**src/rtl/leps_pkg.sv**
```systemverilog
`timescale 1ns / 1ps
// ----------------------------------------------------------------------------
// LED effect pattern sequencer package
// Shared types, item kinds and the fixed level/duration pattern ROM.
// ----------------------------------------------------------------------------
package leps_pkg;

  localparam int TARGETS_DEF     = 2;
  localparam int QUEUE_DEPTH_DEF = 4;

  localparam int CMD_W    = 2;
  localparam int TARGET_W = 8;
  localparam int EFFECT_W = 3;
  localparam int LEVEL_W  = 2;
  localparam int STEP_W   = 3;
  localparam int TIMER_W  = 8;

  localparam int NUM_PATTERNS = 7;
  localparam int MAX_STEPS    = 6;

  localparam logic [TIMER_W-1:0] TIMER_RESET = 8'd10;

  typedef enum logic [CMD_W-1:0] {
    CMD_POST = 2'd0,
    CMD_LOAD = 2'd1,
    CMD_TICK = 2'd2,
    CMD_RSVD = 2'd3
  } leps_cmd_t;

  // Per-channel command, fanned out from the input register.
  typedef struct packed {
    logic                fire;
    leps_cmd_t           cmd;
    logic                sel;
    logic [EFFECT_W-1:0] effect;
    logic                cut_in;
  } leps_chan_cmd_t;

  // Per-channel status, taken after the item has been applied.
  typedef struct packed {
    logic level;
    logic busy;
    logic accept;
  } leps_chan_stat_t;

  // Pattern ROM: bit s of PAT_LEVEL is the level of step s.
  localparam logic [MAX_STEPS-1:0] PAT_LEVEL [NUM_PATTERNS] = '{
    6'b000000, 6'b000001, 6'b000001, 6'b000001, 6'b010101, 6'b000001, 6'b000001
  };

  localparam logic [TIMER_W-1:0] PAT_DUR [NUM_PATTERNS][MAX_STEPS] = '{
    '{8'd10, 8'd0,  8'd0,  8'd0,  8'd0,  8'd0  },
    '{8'd10, 8'd0,  8'd0,  8'd0,  8'd0,  8'd0  },
    '{8'd10, 8'd10, 8'd0,  8'd0,  8'd0,  8'd0  },
    '{8'd10, 8'd10, 8'd0,  8'd0,  8'd0,  8'd0  },
    '{8'd10, 8'd10, 8'd10, 8'd10, 8'd10, 8'd200},
    '{8'd30, 8'd30, 8'd0,  8'd0,  8'd0,  8'd0  },
    '{8'd50, 8'd50, 8'd0,  8'd0,  8'd0,  8'd0  }
  };

  localparam logic [STEP_W-1:0] PAT_NSTEPS [NUM_PATTERNS] = '{
    3'd1, 3'd1, 3'd2, 3'd2, 3'd6, 3'd2, 3'd2
  };

  localparam logic PAT_REPEATS [NUM_PATTERNS] = '{
    1'b0, 1'b0, 1'b0, 1'b1, 1'b1, 1'b1, 1'b1
  };

  localparam logic [STEP_W-1:0] PAT_BACK [NUM_PATTERNS] = '{
    3'd0, 3'd0, 3'd0, 3'd2, 3'd6, 3'd2, 3'd2
  };

  // Map an out-of-range pattern code onto the off pattern.
  function automatic logic [2:0] pat_clamp(input logic [2:0] p);
    pat_clamp = (p >= 3'(NUM_PATTERNS)) ? 3'd0 : p;
  endfunction

  // Map an out-of-range step onto step zero.
  function automatic logic [STEP_W-1:0] step_clamp(input logic [2:0] p,
                                                   input logic [STEP_W-1:0] s);
    step_clamp = (s >= PAT_NSTEPS[p]) ? '0 : s;
  endfunction

  // Step to jump to at a repeat marker.
  function automatic logic [STEP_W-1:0] pat_restart(input logic [2:0] p);
    logic [STEP_W-1:0] s;
    s = (PAT_BACK[p] <= PAT_NSTEPS[p]) ? PAT_NSTEPS[p] - PAT_BACK[p] : '0;
    pat_restart = (s >= PAT_NSTEPS[p]) ? '0 : s;
  endfunction

endpackage

```
**src/rtl/leps_chan.sv**
```systemverilog
`timescale 1ns / 1ps
// ----------------------------------------------------------------------------
// LED effect pattern sequencer: one output channel
// Effect queue, busy mark and pattern step/timer state of one target.
// ----------------------------------------------------------------------------
module leps_chan #(
  parameter int QUEUE_DEPTH = leps_pkg::QUEUE_DEPTH_DEF
) (
  input  logic                     clk,
  input  logic                     rst_n,
  input  leps_pkg::leps_chan_cmd_t cmd_i,
  output leps_pkg::leps_chan_stat_t stat_o
);
  import leps_pkg::*;

  localparam int CW = $clog2(QUEUE_DEPTH + 1);
  localparam int HW = (QUEUE_DEPTH > 1) ? $clog2(QUEUE_DEPTH) : 1;
  localparam int SW = CW + 1;

  logic [2:0]          pat_r,   pat_nxt;
  logic [STEP_W-1:0]   step_r,  step_nxt;
  logic [TIMER_W-1:0]  timer_r, timer_nxt;
  logic                busy_r,  busy_nxt;
  logic [CW-1:0]       count_r, count_nxt;
  logic [HW-1:0]       head_r,  head_nxt;
  logic [EFFECT_W-1:0] q_r [QUEUE_DEPTH];

  logic                wr_en;
  logic [HW-1:0]       wr_idx;
  logic [CW-1:0]       cnt_v;
  logic [HW-1:0]       head_v;
  logic [SW-1:0]       sum_v;
  logic [EFFECT_W-1:0] pop_e;
  logic [2:0]          cur_p;
  logic [STEP_W-1:0]   cur_s;
  logic [TIMER_W-1:0]  tmr_dec;
  logic [2:0]          nxt_p;
  logic                accept;

  assign pop_e = q_r[head_r];
  assign cur_p = pat_clamp(pat_r);
  assign cur_s = step_clamp(cur_p, step_r);

  always_comb begin
    pat_nxt   = pat_r;
    step_nxt  = step_r;
    timer_nxt = timer_r;
    busy_nxt  = busy_r;
    count_nxt = count_r;
    head_nxt  = head_r;
    wr_en     = 1'b0;
    wr_idx    = head_r;
    accept    = 1'b0;
    cnt_v     = cmd_i.cut_in ? '0 : count_r;
    head_v    = cmd_i.cut_in ? '0 : head_r;
    sum_v     = SW'(head_v) + SW'(cnt_v);
    tmr_dec   = (timer_r != '0) ? timer_r - 1'b1 : '0;
    if (cmd_i.fire) begin
      case (cmd_i.cmd)
        CMD_POST: begin
          if (cmd_i.sel) begin
            if (cmd_i.cut_in) begin
              busy_nxt = 1'b0;
            end
            count_nxt = cnt_v;
            head_nxt  = head_v;
            if (cnt_v < CW'(QUEUE_DEPTH)) begin
              wr_en     = 1'b1;
              wr_idx    = (sum_v >= SW'(QUEUE_DEPTH)) ?
                          HW'(sum_v - SW'(QUEUE_DEPTH)) : HW'(sum_v);
              count_nxt = cnt_v + 1'b1;
              accept    = 1'b1;
            end
          end
        end
        CMD_LOAD: begin
          if (count_r != '0 && !busy_r) begin
            head_nxt  = (head_r == HW'(QUEUE_DEPTH - 1)) ? '0 : head_r + 1'b1;
            count_nxt = count_r - 1'b1;
            busy_nxt  = 1'b1;
            if (pop_e < 3'(NUM_PATTERNS)) begin
              pat_nxt   = pop_e;
              step_nxt  = '0;
              timer_nxt = PAT_DUR[pop_e][0];
            end
          end
        end
        CMD_TICK: begin
          timer_nxt = tmr_dec;
          if (tmr_dec == '0) begin
            if ({1'b0, cur_s} + 1'b1 < {1'b0, PAT_NSTEPS[cur_p]}) begin
              step_nxt  = cur_s + 1'b1;
              timer_nxt = PAT_DUR[cur_p][cur_s + 1'b1];
            end else if (!PAT_REPEATS[cur_p]) begin
              busy_nxt = 1'b0;
            end else begin
              step_nxt  = pat_restart(cur_p);
              timer_nxt = PAT_DUR[cur_p][pat_restart(cur_p)];
            end
          end
        end
        default: begin
        end
      endcase
    end
  end

  assign nxt_p         = pat_clamp(pat_nxt);
  assign stat_o.level  = PAT_LEVEL[nxt_p][step_clamp(nxt_p, step_nxt)];
  assign stat_o.busy   = busy_nxt;
  assign stat_o.accept = accept;

  always_ff @(posedge clk) begin
    if (!rst_n) begin
      pat_r   <= '0;
      step_r  <= '0;
      timer_r <= TIMER_RESET;
      busy_r  <= 1'b0;
      count_r <= CW'(1);
      head_r  <= '0;
    end else begin
      pat_r   <= pat_nxt;
      step_r  <= step_nxt;
      timer_r <= timer_nxt;
      busy_r  <= busy_nxt;
      count_r <= count_nxt;
      head_r  <= head_nxt;
    end
  end

  // Queue entries reset to the off effect.
  always_ff @(posedge clk) begin
    if (!rst_n) begin
      for (int i = 0; i < QUEUE_DEPTH; i++) begin
        q_r[i] <= '0;
      end
    end else if (wr_en) begin
      q_r[wr_idx] <= cmd_i.effect;
    end
  end

endmodule

```
**src/rtl/led_effect_pattern_sequencer_top.sv**
```systemverilog
`timescale 1ns / 1ps
// ----------------------------------------------------------------------------
// LED effect pattern sequencer, top level
// Per-target effect queues driving fixed blink/level patterns.
// ----------------------------------------------------------------------------
// Usage:
//   Input channel (in_valid/in_ready) carries one item per transfer:
//     cmd 0 posts in_effect to in_target's queue (in_cut_in flushes first),
//     cmd 1 starts the oldest queued effect on every idle target,
//     cmd 2 is a timer tick that steps every target's pattern,
//     cmd 3 changes nothing and just reports the current levels.
//   Result channel (out_valid/out_ready) returns exactly one result per
//   item: drive levels and busy flags of targets 0 and 1 after the item,
//   and out_accepted for a post that was stored in its queue.
//   Timing: the item is registered at its input transfer and its result is
//   registered when applied, once the result register is free or drained.
//   Throughput: one item per cycle when not stalled; all per-target work is
//   done in a single pass between the input and result registers.
//   Stall: while out_valid waits on out_ready, one more item is held in the
//   input register and in_ready drops; no item is lost or repeated.
//   Reset: every target plays the off pattern, is idle, and has the off
//   effect queued once; both channels come up empty.
// ----------------------------------------------------------------------------
module led_effect_pattern_sequencer_top #(
  parameter int TARGETS     = leps_pkg::TARGETS_DEF,
  parameter int QUEUE_DEPTH = leps_pkg::QUEUE_DEPTH_DEF
) (
  input  logic                          clk,
  input  logic                          rst_n,
  input  logic                          in_valid,
  output logic                          in_ready,
  input  logic [leps_pkg::CMD_W-1:0]    in_cmd,
  input  logic [leps_pkg::TARGET_W-1:0] in_target,
  input  logic [leps_pkg::EFFECT_W-1:0] in_effect,
  input  logic                          in_cut_in,
  output logic                          out_valid,
  input  logic                          out_ready,
  output logic [leps_pkg::LEVEL_W-1:0]  out_drive_levels,
  output logic [leps_pkg::LEVEL_W-1:0]  out_busy_flags,
  output logic                          out_accepted
);
  import leps_pkg::*;

  // Input register
  logic                in_valid_r;
  leps_cmd_t           cmd_r;
  logic [TARGET_W-1:0] target_r;
  logic [EFFECT_W-1:0] effect_r;
  logic                cut_r;

  // Result register
  logic                out_valid_r;
  logic [LEVEL_W-1:0]  drive_r;
  logic [LEVEL_W-1:0]  busy_fl_r;
  logic                acc_r;

  logic                fire;
  logic                in_xfer;
  leps_chan_cmd_t      chan_cmd [TARGETS];
  leps_chan_stat_t     chan_stat [TARGETS];
  logic [LEVEL_W-1:0]  lv_nxt;
  logic [LEVEL_W-1:0]  bz_nxt;
  logic                acc_nxt;

  // Apply the held item when the result register is free or being drained.
  assign fire     = in_valid_r && (!out_valid_r || out_ready);
  assign in_ready = !in_valid_r || fire;
  assign in_xfer  = in_valid && in_ready;

  always_ff @(posedge clk) begin
    if (!rst_n) begin
      in_valid_r <= 1'b0;
    end else if (in_xfer) begin
      in_valid_r <= 1'b1;
    end else if (fire) begin
      in_valid_r <= 1'b0;
    end
  end

  always_ff @(posedge clk) begin
    if (in_xfer) begin
      cmd_r    <= leps_cmd_t'(in_cmd);
      target_r <= in_target;
      effect_r <= in_effect;
      cut_r    <= in_cut_in;
    end
  end

  // One channel per target, all stepping in parallel.
  for (genvar t = 0; t < TARGETS; t++) begin : g_chan
    assign chan_cmd[t].fire   = fire;
    assign chan_cmd[t].cmd    = cmd_r;
    assign chan_cmd[t].sel    = (target_r == TARGET_W'(t));
    assign chan_cmd[t].effect = effect_r;
    assign chan_cmd[t].cut_in = cut_r;

    leps_chan #(
      .QUEUE_DEPTH(QUEUE_DEPTH)
    ) u_chan (
      .clk   (clk),
      .rst_n (rst_n),
      .cmd_i (chan_cmd[t]),
      .stat_o(chan_stat[t])
    );
  end

  // Gather levels and busy flags of the first two targets; any accept wins.
  always_comb begin
    lv_nxt  = '0;
    bz_nxt  = '0;
    acc_nxt = 1'b0;
    for (int i = 0; i < TARGETS; i++) begin
      if (i < LEVEL_W) begin
        lv_nxt[1'(i)] = chan_stat[i].level;
        bz_nxt[1'(i)] = chan_stat[i].busy;
      end
      acc_nxt = acc_nxt | chan_stat[i].accept;
    end
  end

  always_ff @(posedge clk) begin
    if (!rst_n) begin
      out_valid_r <= 1'b0;
    end else if (fire) begin
      out_valid_r <= 1'b1;
    end else if (out_ready) begin
      out_valid_r <= 1'b0;
    end
  end

  always_ff @(posedge clk) begin
    if (fire) begin
      drive_r   <= lv_nxt;
      busy_fl_r <= bz_nxt;
      acc_r     <= acc_nxt;
    end
  end

  assign out_valid        = out_valid_r;
  assign out_drive_levels = drive_r;
  assign out_busy_flags   = busy_fl_r;
  assign out_accepted     = acc_r;

  // Checks
  a_hold_only_on_stall: assert property (@(posedge clk) disable iff (!rst_n)
    (in_valid_r && !fire) |-> (out_valid_r && !out_ready))
    else $error("held item not applied while result register free");

  a_accept_only_post: assert property (@(posedge clk) disable iff (!rst_n)
    (fire && cmd_r != CMD_POST) |-> !acc_nxt)
    else $error("accept raised for an item that is not a post");

  a_result_from_item: assert property (@(posedge clk) disable iff (!rst_n)
    $rose(out_valid_r) |-> $past(in_valid_r))
    else $error("result produced without a held item");

endmodule

```
**config.mk**
```make
export PLATFORM = sky130hd
export DESIGN_NAME = led_effect_pattern_sequencer_top
export DESIGN_NICKNAME = d
export VERILOG_FILES = /design/src/rtl/leps_pkg.sv /design/src/rtl/leps_chan.sv /design/src/rtl/led_effect_pattern_sequencer_top.sv
export SDC_FILE = /design/constraint.sdc
export NUM_CORES = 1
export LEC_CHECK = 0
export BUFFER_PORTS_ARGS = -buffer_cell sky130_fd_sc_hd__clkbuf_2
export CAP_MARGIN = 20
export CORE_ASPECT_RATIO = 0.6
export CORE_MARGIN = 5
export CORE_UTILIZATION = 66
export CTS_BUF_LIST = sky130_fd_sc_hd__clkbuf_16
export CTS_CLUSTER_DIAMETER = 120
export DETAILED_ROUTE_END_ITERATION = 16
export HOLD_SLACK_MARGIN = 0.08
export PLACE_DENSITY = 0.93
export RECOVER_POWER = 25
export REMOVE_ABC_BUFFERS = 1
export SYNTH_ARGS = -nofsm -noshare
export SYNTH_HDL_FRONTEND = slang
export SYNTH_SLANG_ARGS = --single-unit
```
**constraint.sdc**
```tcl
create_clock -name clk -period 8 [get_ports clk]
set_input_delay 0.8 -clock clk [delete_from_list [all_inputs] [get_ports clk]]
set_output_delay 0.8 -clock clk [all_outputs]
set_load 0.005 [all_outputs]
```
* Word level (Yosys, flattened, before mapping) *
Memories as Yosys holds them, arrays and structs flattened. A register that Yosys moved wholly into a read port is not among the register bits.
Index checks and enable logic that the tools add are counted.

word-level totals
  register bits after elaboration = 59
  bits in writable memories = 24
  ROM bits = 1720
  input port bits = 18
  output and inout port bits = 7
  word-level logic and storage cells = 292
  memories kept = 14

memory list
  name             depth  bits a word  rd ports  clocked after memory_dff  wr ports  RTL line          RTL
  (no name shown)  8      48           1         0                         0         leps_chan.sv:93   timer_nxt = PAT_DUR[cur_p][cur_s + 1'b1];
  (no name shown)  8      48           1         0                         0         leps_chan.sv:98   timer_nxt = PAT_DUR[cur_p][pat_restart(cur_p)];
  (no name shown)  8      48           1         0                         0         leps_chan.sv:84   timer_nxt = PAT_DUR[pop_e][0];
  (no name shown)  8      48           1         0                         0         leps_chan.sv:84
  (no name shown)  8      6            1         0                         0         leps_chan.sv:109  assign stat_o.level = PAT_LEVEL[nxt_p][step_clamp(nxt_p, step_nxt)];
  (no name shown)  8      3            1         0                         0         leps_pkg.sv:81    step_clamp = (s >= PAT_NSTEPS[p]) ? '0 : s;
  +8 memories      n/a    n/a          n/a       n/a                       n/a       n/a

cells by class
  add/subtract/negate cells = 18
  order comparisons = 28
  equal/unequal tests = 16
  mux-type cells = 153
  bitwise logic cells = 10
  reductions and logical operators = 32

operators by type and width
  operator               count
  $mux W48               8
  $mux W8                20
  $mux W3                45
  $bmux W8 S3            4
  $mux W2                24
  $mux W1                39
  $ge A4 B4 Y1 const B   9
  $not A3 Y4             9
  $pmux W8 S2            2
  $logic_not A8 Y1       3
  $pmux W3 S2            4
  $reduce_and A4 Y1      5
  $reduce_bool A8 Y1     2
  $sub A8 B1 Y8 const B  2
  $ge A3 B3 Y1           5
  $add A3 B1 Y3 const B  4
  $lt A3 B3 Y1 const B   4
  $mux W6                2
  $ne A2 B1 Y1 const B   5
  $ne A2 B2 Y1 const B   5
  $ge A3 B3 Y1 const B   3
  $reduce_bool A3 Y1     3
  $add A2 B3 Y4          2
  $add A3 B1 Y4 const B  2
  other kinds (24)       46

* Longest topological paths before layout *
Gate-level depths: netlist of the first run.

  depth in word-level cells = 19
  depth in mapped cells = 23
  gate-level depth less buffers = 23

* Cells and area by module *
A second synthesis of the first run with hierarchy kept.

second synthesis, totals
  cell total of the unflattened synthesis = 697
  area, all modules = 6200.9 um^2

by module, submodules not included
  module                            times used  cells an instance  area each (um^2)  sequential area each (um^2)
  leps_chan at g_chan[0].u_chan     1           338                2862.7            800.8
  leps_chan at g_chan[1].u_chan     1           325                2686.3            800.8
  led_effect_pattern_sequencer_top  1           34                 651.9             550.5

* Least setup slack after synthesis of the first run *
OpenSTA, ideal clock, no wires.

  path kind = register to register
  from = register g_chan[0].u_chan.pat_r[1]
  to = register drive_r[0], in the netlist out_drive_levels[0] (data pin)
  setup time = 0.255 ns
  data arrival time = 4.425 ns
  data required time = 7.745 ns
  slack = 3.320 ns
  stages on the path, launching flop included = 23
  clock period less this slack = 4.680 ns
  path through = dfxtp_1 > nand2_1 > and2_1 > inv_1 > ha_1 > ha_1 > nand2_1 > o211ai_1 > inv_2 > ha_1 > xor2_1 > inv_1 > ha_1 > o21ai_0 > a21oi_1 > o221ai_1 > a32oi_2 > ha_1 > nand2b_1 > a21oi_1 > nand2_1 > mux2_1 > a31o_1

RTL lines
  element                 RTL line                                 RTL
  from (decl)             leps_chan.sv:20                          logic [2:0] pat_r, pat_nxt;
  from (signal assigned)  leps_chan.sv:122                         pat_r <= pat_nxt;
  to (signal assigned)    led_effect_pattern_sequencer_top.sv:133  drive_r <= lv_nxt;
  to (decl)               led_effect_pattern_sequencer_top.sv:53   logic [LEVEL_W-1:0] drive_r;

==> metrics.md, run 1 <==
| Metric | Value |
|---|---|
| Status | `complete, but fails checks` |
| Violations in the final reports | `max-capacitance violations, max-slew violations` |
| Unrepaired setup endpoints after global routing | `no` |
| Pre-Repair DR Iteration Count | `6` |
| Final-report max-slew violation count | `55` |
| Crit share post-route | `68.0%` |
| Core Rows | `26` |
| Largest net degree at the start of global routing | `55` |
| Critical Path Most Common Cell | `ha_1` |
| CP Data Arrival Time | `5.54 ns` |
| CTS tree | `built` |
| HPWL Detailed | `10.2 mm` |
| Width of the die | `131 um` |
| Shortest period the worst path allows | `5.44 ns` |
| Antenna Nets Post-Route | `0` |
| Number of DRC violations after detailed-routing iteration 0 | `698` |
| Most frequently used cell type in the post-synthesis netlist | `nor2_1` |
| Worst-case headroom to the max-slew limit | `-43.4%` |
| Source of the critical timing path | `g_chan[0].u_chan.pat_r[1]` |
| Number of distinct library cell variants in the gate-level netlist after synthesis | `67` |
| Setup violations, final | `0` |
| Number of H-tree levels | `3` |
| Mean instance size in the synthesized netlist | `8.76 um^2` |
| Critical-path top delay cell | `o211ai_1` |
| Routed wire length | `14.3 mm` |
| Post-route cell area | `6250 um^2` |
| Initial antenna violation count | `0` |
| Count of mapped cells out of synthesis | `662` |
| Layout Nets | `734` |
| #FFs+latches synth | `87` |
| CTS Hold Bufs | `0` |
| TNS Setup | `0 ns` |
| Synth area leaders | `edfxtp_1 21%, dfxtp_1 16%, ha_1 9.7%` |
| Number of buffers inserted by port buffering | `22` |
| Count of warnings emitted by yosys | `0` |
| Final hold violation count | `0` |
| First-pass GRT wire length | `23.6 mm` |
| Worst-Margin Slew | `2.15 ns` |
| Insertion delay to the later sink of the worst-skew pair | `0.35 ns` |
| Start-to-end type of the worst setup path | `reg2reg` |
| Reg2reg path depth | `22` |
| Peak supply drop | `146 uV` |
| Total global routing track utilization | `27.6%` |
| Worst Skew | `0.0106 ns` |
| Post-route DRC violation count | `0` |
| Sort of element at the start of the critical path | `register` |
| Peak fanout along the critical path | `7` |
| Total grt overflow | `0` |
| Cell type contributing the most total cell area after synthesis | `edfxtp_1` |
| Count of inserted antenna diode cells | `0` |
| Worst-case register-to-register setup slack | `2.56 ns` |
| Fraction of layout cells with a size suffix above 1 | `8.14%` |
| Post-cts repair resize count | `0` |
| Register clock-pin slew on the reported worst setup and hold paths | `0.07 ns` |
| Average vias per placed instance | `6.76` |
| Starting density of the core | `68.1%` |
| Routability congestion estimate | `0.978` |
| # clock sinks | `87` |
| Number of buffers on the longest clock path | `2` |
| Stage delay of the slowest cell on the critical path | `0.42 ns` |
| Worst Hold End | `g_chan[1].u_chan.step_r[0]` |
| Pwr/cell area | `164 nW/um^2` |
| CTS Buf Count | `9` |
| Post-synthesis sequential area ratio | `37.1%` |
| Area inside the core boundary | `8520 um^2` |
| Leak | `2.47 nW` |
| WHS Path Cells | `2` |
| Reg-to-Reg End | `out_drive_levels[0]` |
| Chip height | `82.6 um` |
| Clock root cell | `clkbuf_16` |
| Reg-to-reg startpoint | `g_chan[0].u_chan.pat_r[1]` |
| Series of cell instances along the critical path | `nand2_1 > and2_1 > inv_1 > ha_1 > ha_1 > nand2_1 > o211ai_1 > inv_2 > ha_1 > xor2_1 > inv_1 > ha_1 > o21ai_0 > a21oi_1 > o221ai_1 > a32oi_2 > ha_1 > nand2b_1 > a21oi_1 > nand2_1 > mux2_1 > a31o_1` |
| Top FF cell, synth | `dfxtp_1` |
| Min-Delay Startpoint | `g_chan[1].u_chan.step_r[0]` |
| Worst min-delay path category | `reg2reg` |
| EDFF count, synth | `41` |
| Proportion of synthesized flip-flops having asynchronous set or reset | `0%` |
| Die outline area | `10,800 um^2` |
| Via Count | `5,330` |
| Average wire per cell in the routed design | `18.1 um` |
| Area growth from synthesis to layout | `7.68%` |
| Req. time, crit path | `8.10 ns` |
| Area share of the leading cell type in the synthesized netlist | `21.2%` |
| Post-CTS setup buffers | `0` |
| Leading cell types by count after synthesis | `62 x nor2_1, 60 x nand2_1, 50 x o21ai_0` |
| Capturing element type of the critical path | `register` |
| Achievable frequency | `184 MHz` |
| Placed standard-cell area | `5960 um^2` |
| # Max-Cap Violations | `1` |
| Synthesized area | `5800 um^2` |
| Boundary Pins | `25` |
| Via count of the first global-routing pass | `4,815` |
==> cell families after synthesis <==
| logic type | count (synthesis) | synth area share (%) |
|---|---|---|
| buffers and inverters | 67 | 4.49 |
| AND/OR/NAND/NOR | 244 | 20.3 |
| AO/OA/AOI/OAI | 190 | 22.4 |
| flip-flops | 87 | 37.1 |
| XOR/XNOR | 12 | 1.81 |
| adder cells (fa/ha/maj) | 45 | 9.71 |
| multiplexers | 16 | 4.16 |
| other | 1 | 0.0646 |
==> worst max-delay path by stage <==
stage                               end  cells past startpoint
finish              out_drive_levels[0]                     22
global route        out_drive_levels[0]                     22
CTS                 out_drive_levels[0]                     22
detailed placement  out_drive_levels[0]                     22
global placement    out_drive_levels[0]                     18
floorplan           out_drive_levels[0]                     22
==> per-stage QoR <==
| step | worst slack [ns] | utilization, % | total power (W) | hold slack, ns | cells |
|---|---|---|---|---|---|
| global route | 2.18 | 73.3 | 0.00106 | 0.549 | 788 |
| detailed placement | 2.69 | 69.9 | 0.000621 | 0.484 | 772 |
| floorplan | 3.32 | - | 0.000584 | 0.454 | 636 |
| CTS | 2.67 | 73.3 | 0.00102 | 0.505 | 788 |
| finish | 2.56 | 73.3 | 0.00102 | 0.504 | 788 |
| global placement | 3.01 | 69.9 | 0.000614 | 0.468 | 772 |
==> state kept, by name (all words and copies together) (netlist names), named ones only <==
signal and count:
g_chan.u_chan.q_r 24, g_chan.u_chan.head_r 4, cmd_r 2, out_busy_flags 1, g_chan.u_chan.count_r 6, g_chan.u_chan.busy_r 2, effect_r 3, in_valid_r 1
g_chan.u_chan.pat_r 6, out_accepted 1, cut_r 1, target_r 8, out_valid 1, g_chan.u_chan.step_r 6, out_drive_levels 1, g_chan.u_chan.timer_r 16
==> placed cells by master, fill, tap and decap left out, drive strengths merged, types with 8 or more instances in the layout <==
| master | Yosys | final |
|---|---|---|
| o211ai | 9 | 9 |
| nor4 | 12 | 12 |
| ha | 45 | 45 |
| nor2b | 21 | 21 |
| nor3 | 24 | 24 |
| nand2b | 8 | 8 |
| clkbuf | 24 | 31 |
| nand3 | 20 | 20 |
| o21ai | 50 | 50 |
| mux2i | 8 | 8 |
| and2 | 19 | 19 |
| a21oi | 38 | 38 |
| dfxtp | 46 | 46 |
| nand2 | 60 | 60 |
| edfxtp | 41 | 41 |
| inv | 39 | 42 |
| o31ai | 8 | 8 |
| nor2 | 62 | 62 |
==> where the power goes <==
part | internal [W] | leakage (nW) | switching (W) | total [W]
Clock | 0.000217 | 0.141 | 0.000188 | 0.000405
Sequential | 0.000481 | 0.786 | 0.0000123 | 0.000493
Combinational | 0.0000450 | 1.55 | 0.0000786 | 0.000124
Total | 0.000743 | 2.47 | 0.000279 | 0.00102
==> worst max-delay path, delay by kind of cell, from the launching register on <==
family	cells	cell delay, ns
buffers and inverters	3	0.40
and+or+nand+nor	5	0.59
muxes	1	0.30
AOI/OAI and AO/OA	7	1.87
adders and majority gates	5	1.41
xor gates and xnor gates	1	0.25
DFF	1	0.37
==> layer usage <==
metal	global-route usage [%]	routed length (um)	vias up
li1	-	-	2465
met1	38.0	5980	2488
met2	44.7	6580	332
met3	5.14	1410	45
met4	8.32	286	0
met5	0	0	-
==> cell type report <==
type                       instances  area [um^2]
inverter                          40          150
clock inverter                     7         66.3
fill                             593         2280
multi-input combinational        509         3390
clock buffer                       9          225
tap                              112          140
sequential                        87         2150
timing repair buffer              24          120
Power figures use the tool's default switching activity.
==> run 2, diff against run 1 <==
CORE_UTILIZATION = 63   (was 66)
PLACE_DENSITY = 0.89   (was 0.93)
clock period = 5.05 ns   (was 8 ns; I/O delays follow)
==> run 2 against run 1 <==
  * Sequential power rose by 59%
  * Power rose by 60%
  * Die area rose by 4.3%
  * Register-to-register slack got worse by 2.4 ns
  * First-iteration DRC count fell by 16%
  * The flow still finishes with violations (max-capacitance violations, max-slew violations)
  * Non-clock buffer count rose by 12
==> metrics.md, run 2 (synthesized netlist as in run 1, its figures left out) <==
| Metric | Value |
|---|---|
| Clk pwr share | `39.8%` |
| Worst-case register-to-register setup slack | `0.16 ns` |
| Number of H-tree levels | `3` |
| TNS Setup | `0 ns` |
| Cell-internal power | `0.00118 W` |
| Power dissipated by switching net loads | `0.000448 W` |
| Clock root cell | `clkbuf_16` |
| Commonest cells after routing, fill and taps aside | `62 x nor2_1, 60 x nand2_1, 50 x o21ai_0, 44 x ha_1, 44 x dfxtp_1` |
| Min-Delay Startpoint | `in_target[6]` |
| Status | `complete, but fails checks` |
| Starting density of the core | `63.8%` |
| Final hold violation count | `0` |
| # Max-Cap Violations | `1` |
| Pwr/cell area | `256 nW/um^2` |
| Die outline area | `11,300 um^2` |
| Worst-case headroom to the max-slew limit | `-44.6%` |
| Setup violations, final | `0` |
| Worst Hold End | `target_r[6]` |
| Core Util, Final | `70.1%` |
| Post-layout total power | `0.00163 W` |
| HPWL Detailed | `10.4 mm` |
| WHS Path Cells | `1` |
| Leak | `2.55 nW` |
| Total grt overflow | `0` |
| Register containing the most flip-flops in the final layout | `g_chan.u_chan.q_r` |
| Start-to-end type of the worst setup path | `reg2reg` |
| Peak fanout along the critical path | `6` |
| Insertion delay to the later sink of the worst-skew pair | `0.35 ns` |
| Area growth from synthesis to layout | `9.88%` |
| Flip-flop count of the largest register after layout | `24` |
| Via Count | `5,266` |
| Routed wire length | `14.1 mm` |
| Number of DRC violations after detailed-routing iteration 0 | `585` |
| Reg-to-Reg End | `out_drive_levels[0]` |
| Reg2reg path depth | `20` |
| Chip height | `84.3 um` |
| Achievable frequency | `204 MHz` |
| Registers with the most flip-flops | `g_chan.u_chan.q_r (24), g_chan.u_chan.timer_r (16), target_r (8)` |
| Initial antenna violation count | `0` |
| CTS Buf Count | `9` |
| Number of buffers inserted by port buffering | `22` |
| Reg-to-reg startpoint | `g_chan[0].u_chan.pat_r[0]` |
| CP Data Arrival Time | `5.00 ns` |
| # clock sinks | `87` |
| Commonest non-fill, non-tap cell in the layout | `nor2_1` |
| Total global routing track utilization | `25.0%` |
| Violations in the final reports | `max-capacitance violations, max-slew violations` |
| Shortest period the worst path allows | `4.89 ns` |
| CTS tree | `built` |
| Register clock-pin slew on the reported worst setup and hold paths | `0.07 ns` |
| Relative contribution of sequential cells to total power | `47.9%` |
| Boundary Pins | `25` |
| Req. time, crit path | `5.15 ns` |
| Antenna Nets Post-Route | `0` |
| Peak supply drop | `279 uV` |
| Post-route DRC violation count | `0` |
| Area inside the core boundary | `9090 um^2` |
| Average vias per placed instance | `6.55` |
| Number of buffers on the longest clock path | `2` |
| Largest net degree at the start of global routing | `55` |
| Final-report max-slew violation count | `55` |
| Average wire per cell in the routed design | `17.6 um` |
| Crit share post-route | `96.9%` |
| Width of the die | `134 um` |
| Combinational group share of total power | `12.3%` |
| Capturing element type of the critical path | `register` |
| Core Rows | `27` |
| Worst Skew | `0.00649 ns` |
| Fraction of layout cells with a size suffix above 1 | `10.9%` |
| Count of inserted antenna diode cells | `0` |
| Layout Nets | `746` |
| CTS Hold Bufs | `0` |
| First-pass GRT wire length | `23.1 mm` |
| Via count of the first global-routing pass | `4,831` |
| Routability congestion estimate | `0.906` |
| Sort of element at the start of the critical path | `register` |
| Source of the critical timing path | `g_chan[0].u_chan.pat_r[0]` |
| Worst-Margin Slew | `2.17 ns` |
| Fraction of power spent switching nets | `27.4%` |
| Pre-Repair DR Iteration Count | `5` |
| Worst min-delay path category | `in2reg` |
run 2: cell count changes in the layout (fill, tap and decap cells not counted), moves of 2 or more:
cell / before / now
buf_4: 1 / 14
dfxtp_1: 46 / 44
a21oi_2: 0 / 3
inv_8: 1 / 3
dfxtp_2: 0 / 2
a21oi_1: 38 / 35
run 2: metal layers:
layer	track usage [%]	up-vias	part of all wire, %
li1	-	2485	-
met1	34.5	2481	45
met2	40.2	274	45
met3	6.17	26	8.4
met4	5.04	0	1.3
met5	0	-	0
run 2: area by class of cell:
cell class	instances	area, um^2
Clock buffer	9	225
Clock inverter	7	63.8
Fill cell	660	2710
Inverter	40	150
Multi-Input combinational cell	509	3420
Sequential cell	87	2150
Tap cell	116	145
Timing Repair Buffer	36	213
run 2: worst max-delay path, stage by stage (launching register included):
cell and delay, ns:
dfxtp_1 0.35, nand2_1 0.10, and2_1 0.18, inv_1 0.08
ha_1 0.21, ha_1 0.28, nand2_1 0.08, o211ai_1 0.38
inv_2 0.08, ha_1 0.42, ha_1 0.27, o21ai_0 0.35
a21oi_2 0.11, nor3_1 0.37, o41ai_2 0.10, a22o_1 0.22
ha_1 0.31, a21oi_2 0.18, nand2_1 0.07, mux2_1 0.30
a31o_1 0.21
run 2: how the worst max path moves through the flow:
| stage | slack [ns] | cells after the start | end |
|---|---|---|---|
| 2_1_floorplan | 0.37 | 22 | out_drive_levels[0] |
| 3_3_place_gp | 0.18 | 22 | out_drive_levels[0] |
| 3_5_place_dp | 0.06 | 22 | out_drive_levels[0] |
| 4_1_cts | 0.03 | 22 | out_drive_levels[0] |
| 5_1_grt | -0.05 | 22 | out_drive_levels[0] |
| 6_report | 0.16 | 20 | out_drive_levels[0] |
run 2: power by group through the flow:
| stage | logic, W | clock network (W) | registers (W) |
|---|---|---|---|
| 6_report | 0.000201 | 0.000649 | 0.000782 |
| 5_1_grt | 0.000220 | 0.000689 | 0.000784 |
| 4_1_cts | 0.000194 | 0.000659 | 0.000781 |
| 3_5_place_dp | 0.000193 | 0 | 0.000796 |
| 3_3_place_gp | 0.000183 | 0 | 0.000794 |
| 2_1_floorplan | 0.000135 | 0 | 0.000790 |
run 2: repair_timing:
| item | CTS | global route |
|---|---|---|
| resized for setup | 0 | 9 |
| setup endpoints to repair | 0 | 1 |
| buffers inserted | 0 | 0 |
| hold endpoints to repair | 0 | 0 |
run 2: stage by stage:
step | setup WS (ns) | hold slack, ns | std cells | instance area, um^2
6_report | 0.155 | 0.333 | 804 | 6370
5_1_grt | -0.0527 | 0.318 | 804 | 6370
4_1_cts | 0.0300 | 0.322 | 804 | 6340
3_5_place_dp | 0.0591 | 0.494 | 788 | 6050
3_3_place_gp | 0.176 | 0.475 | 788 | 6050
2_1_floorplan | 0.370 | 0.454 | 636 | 5690
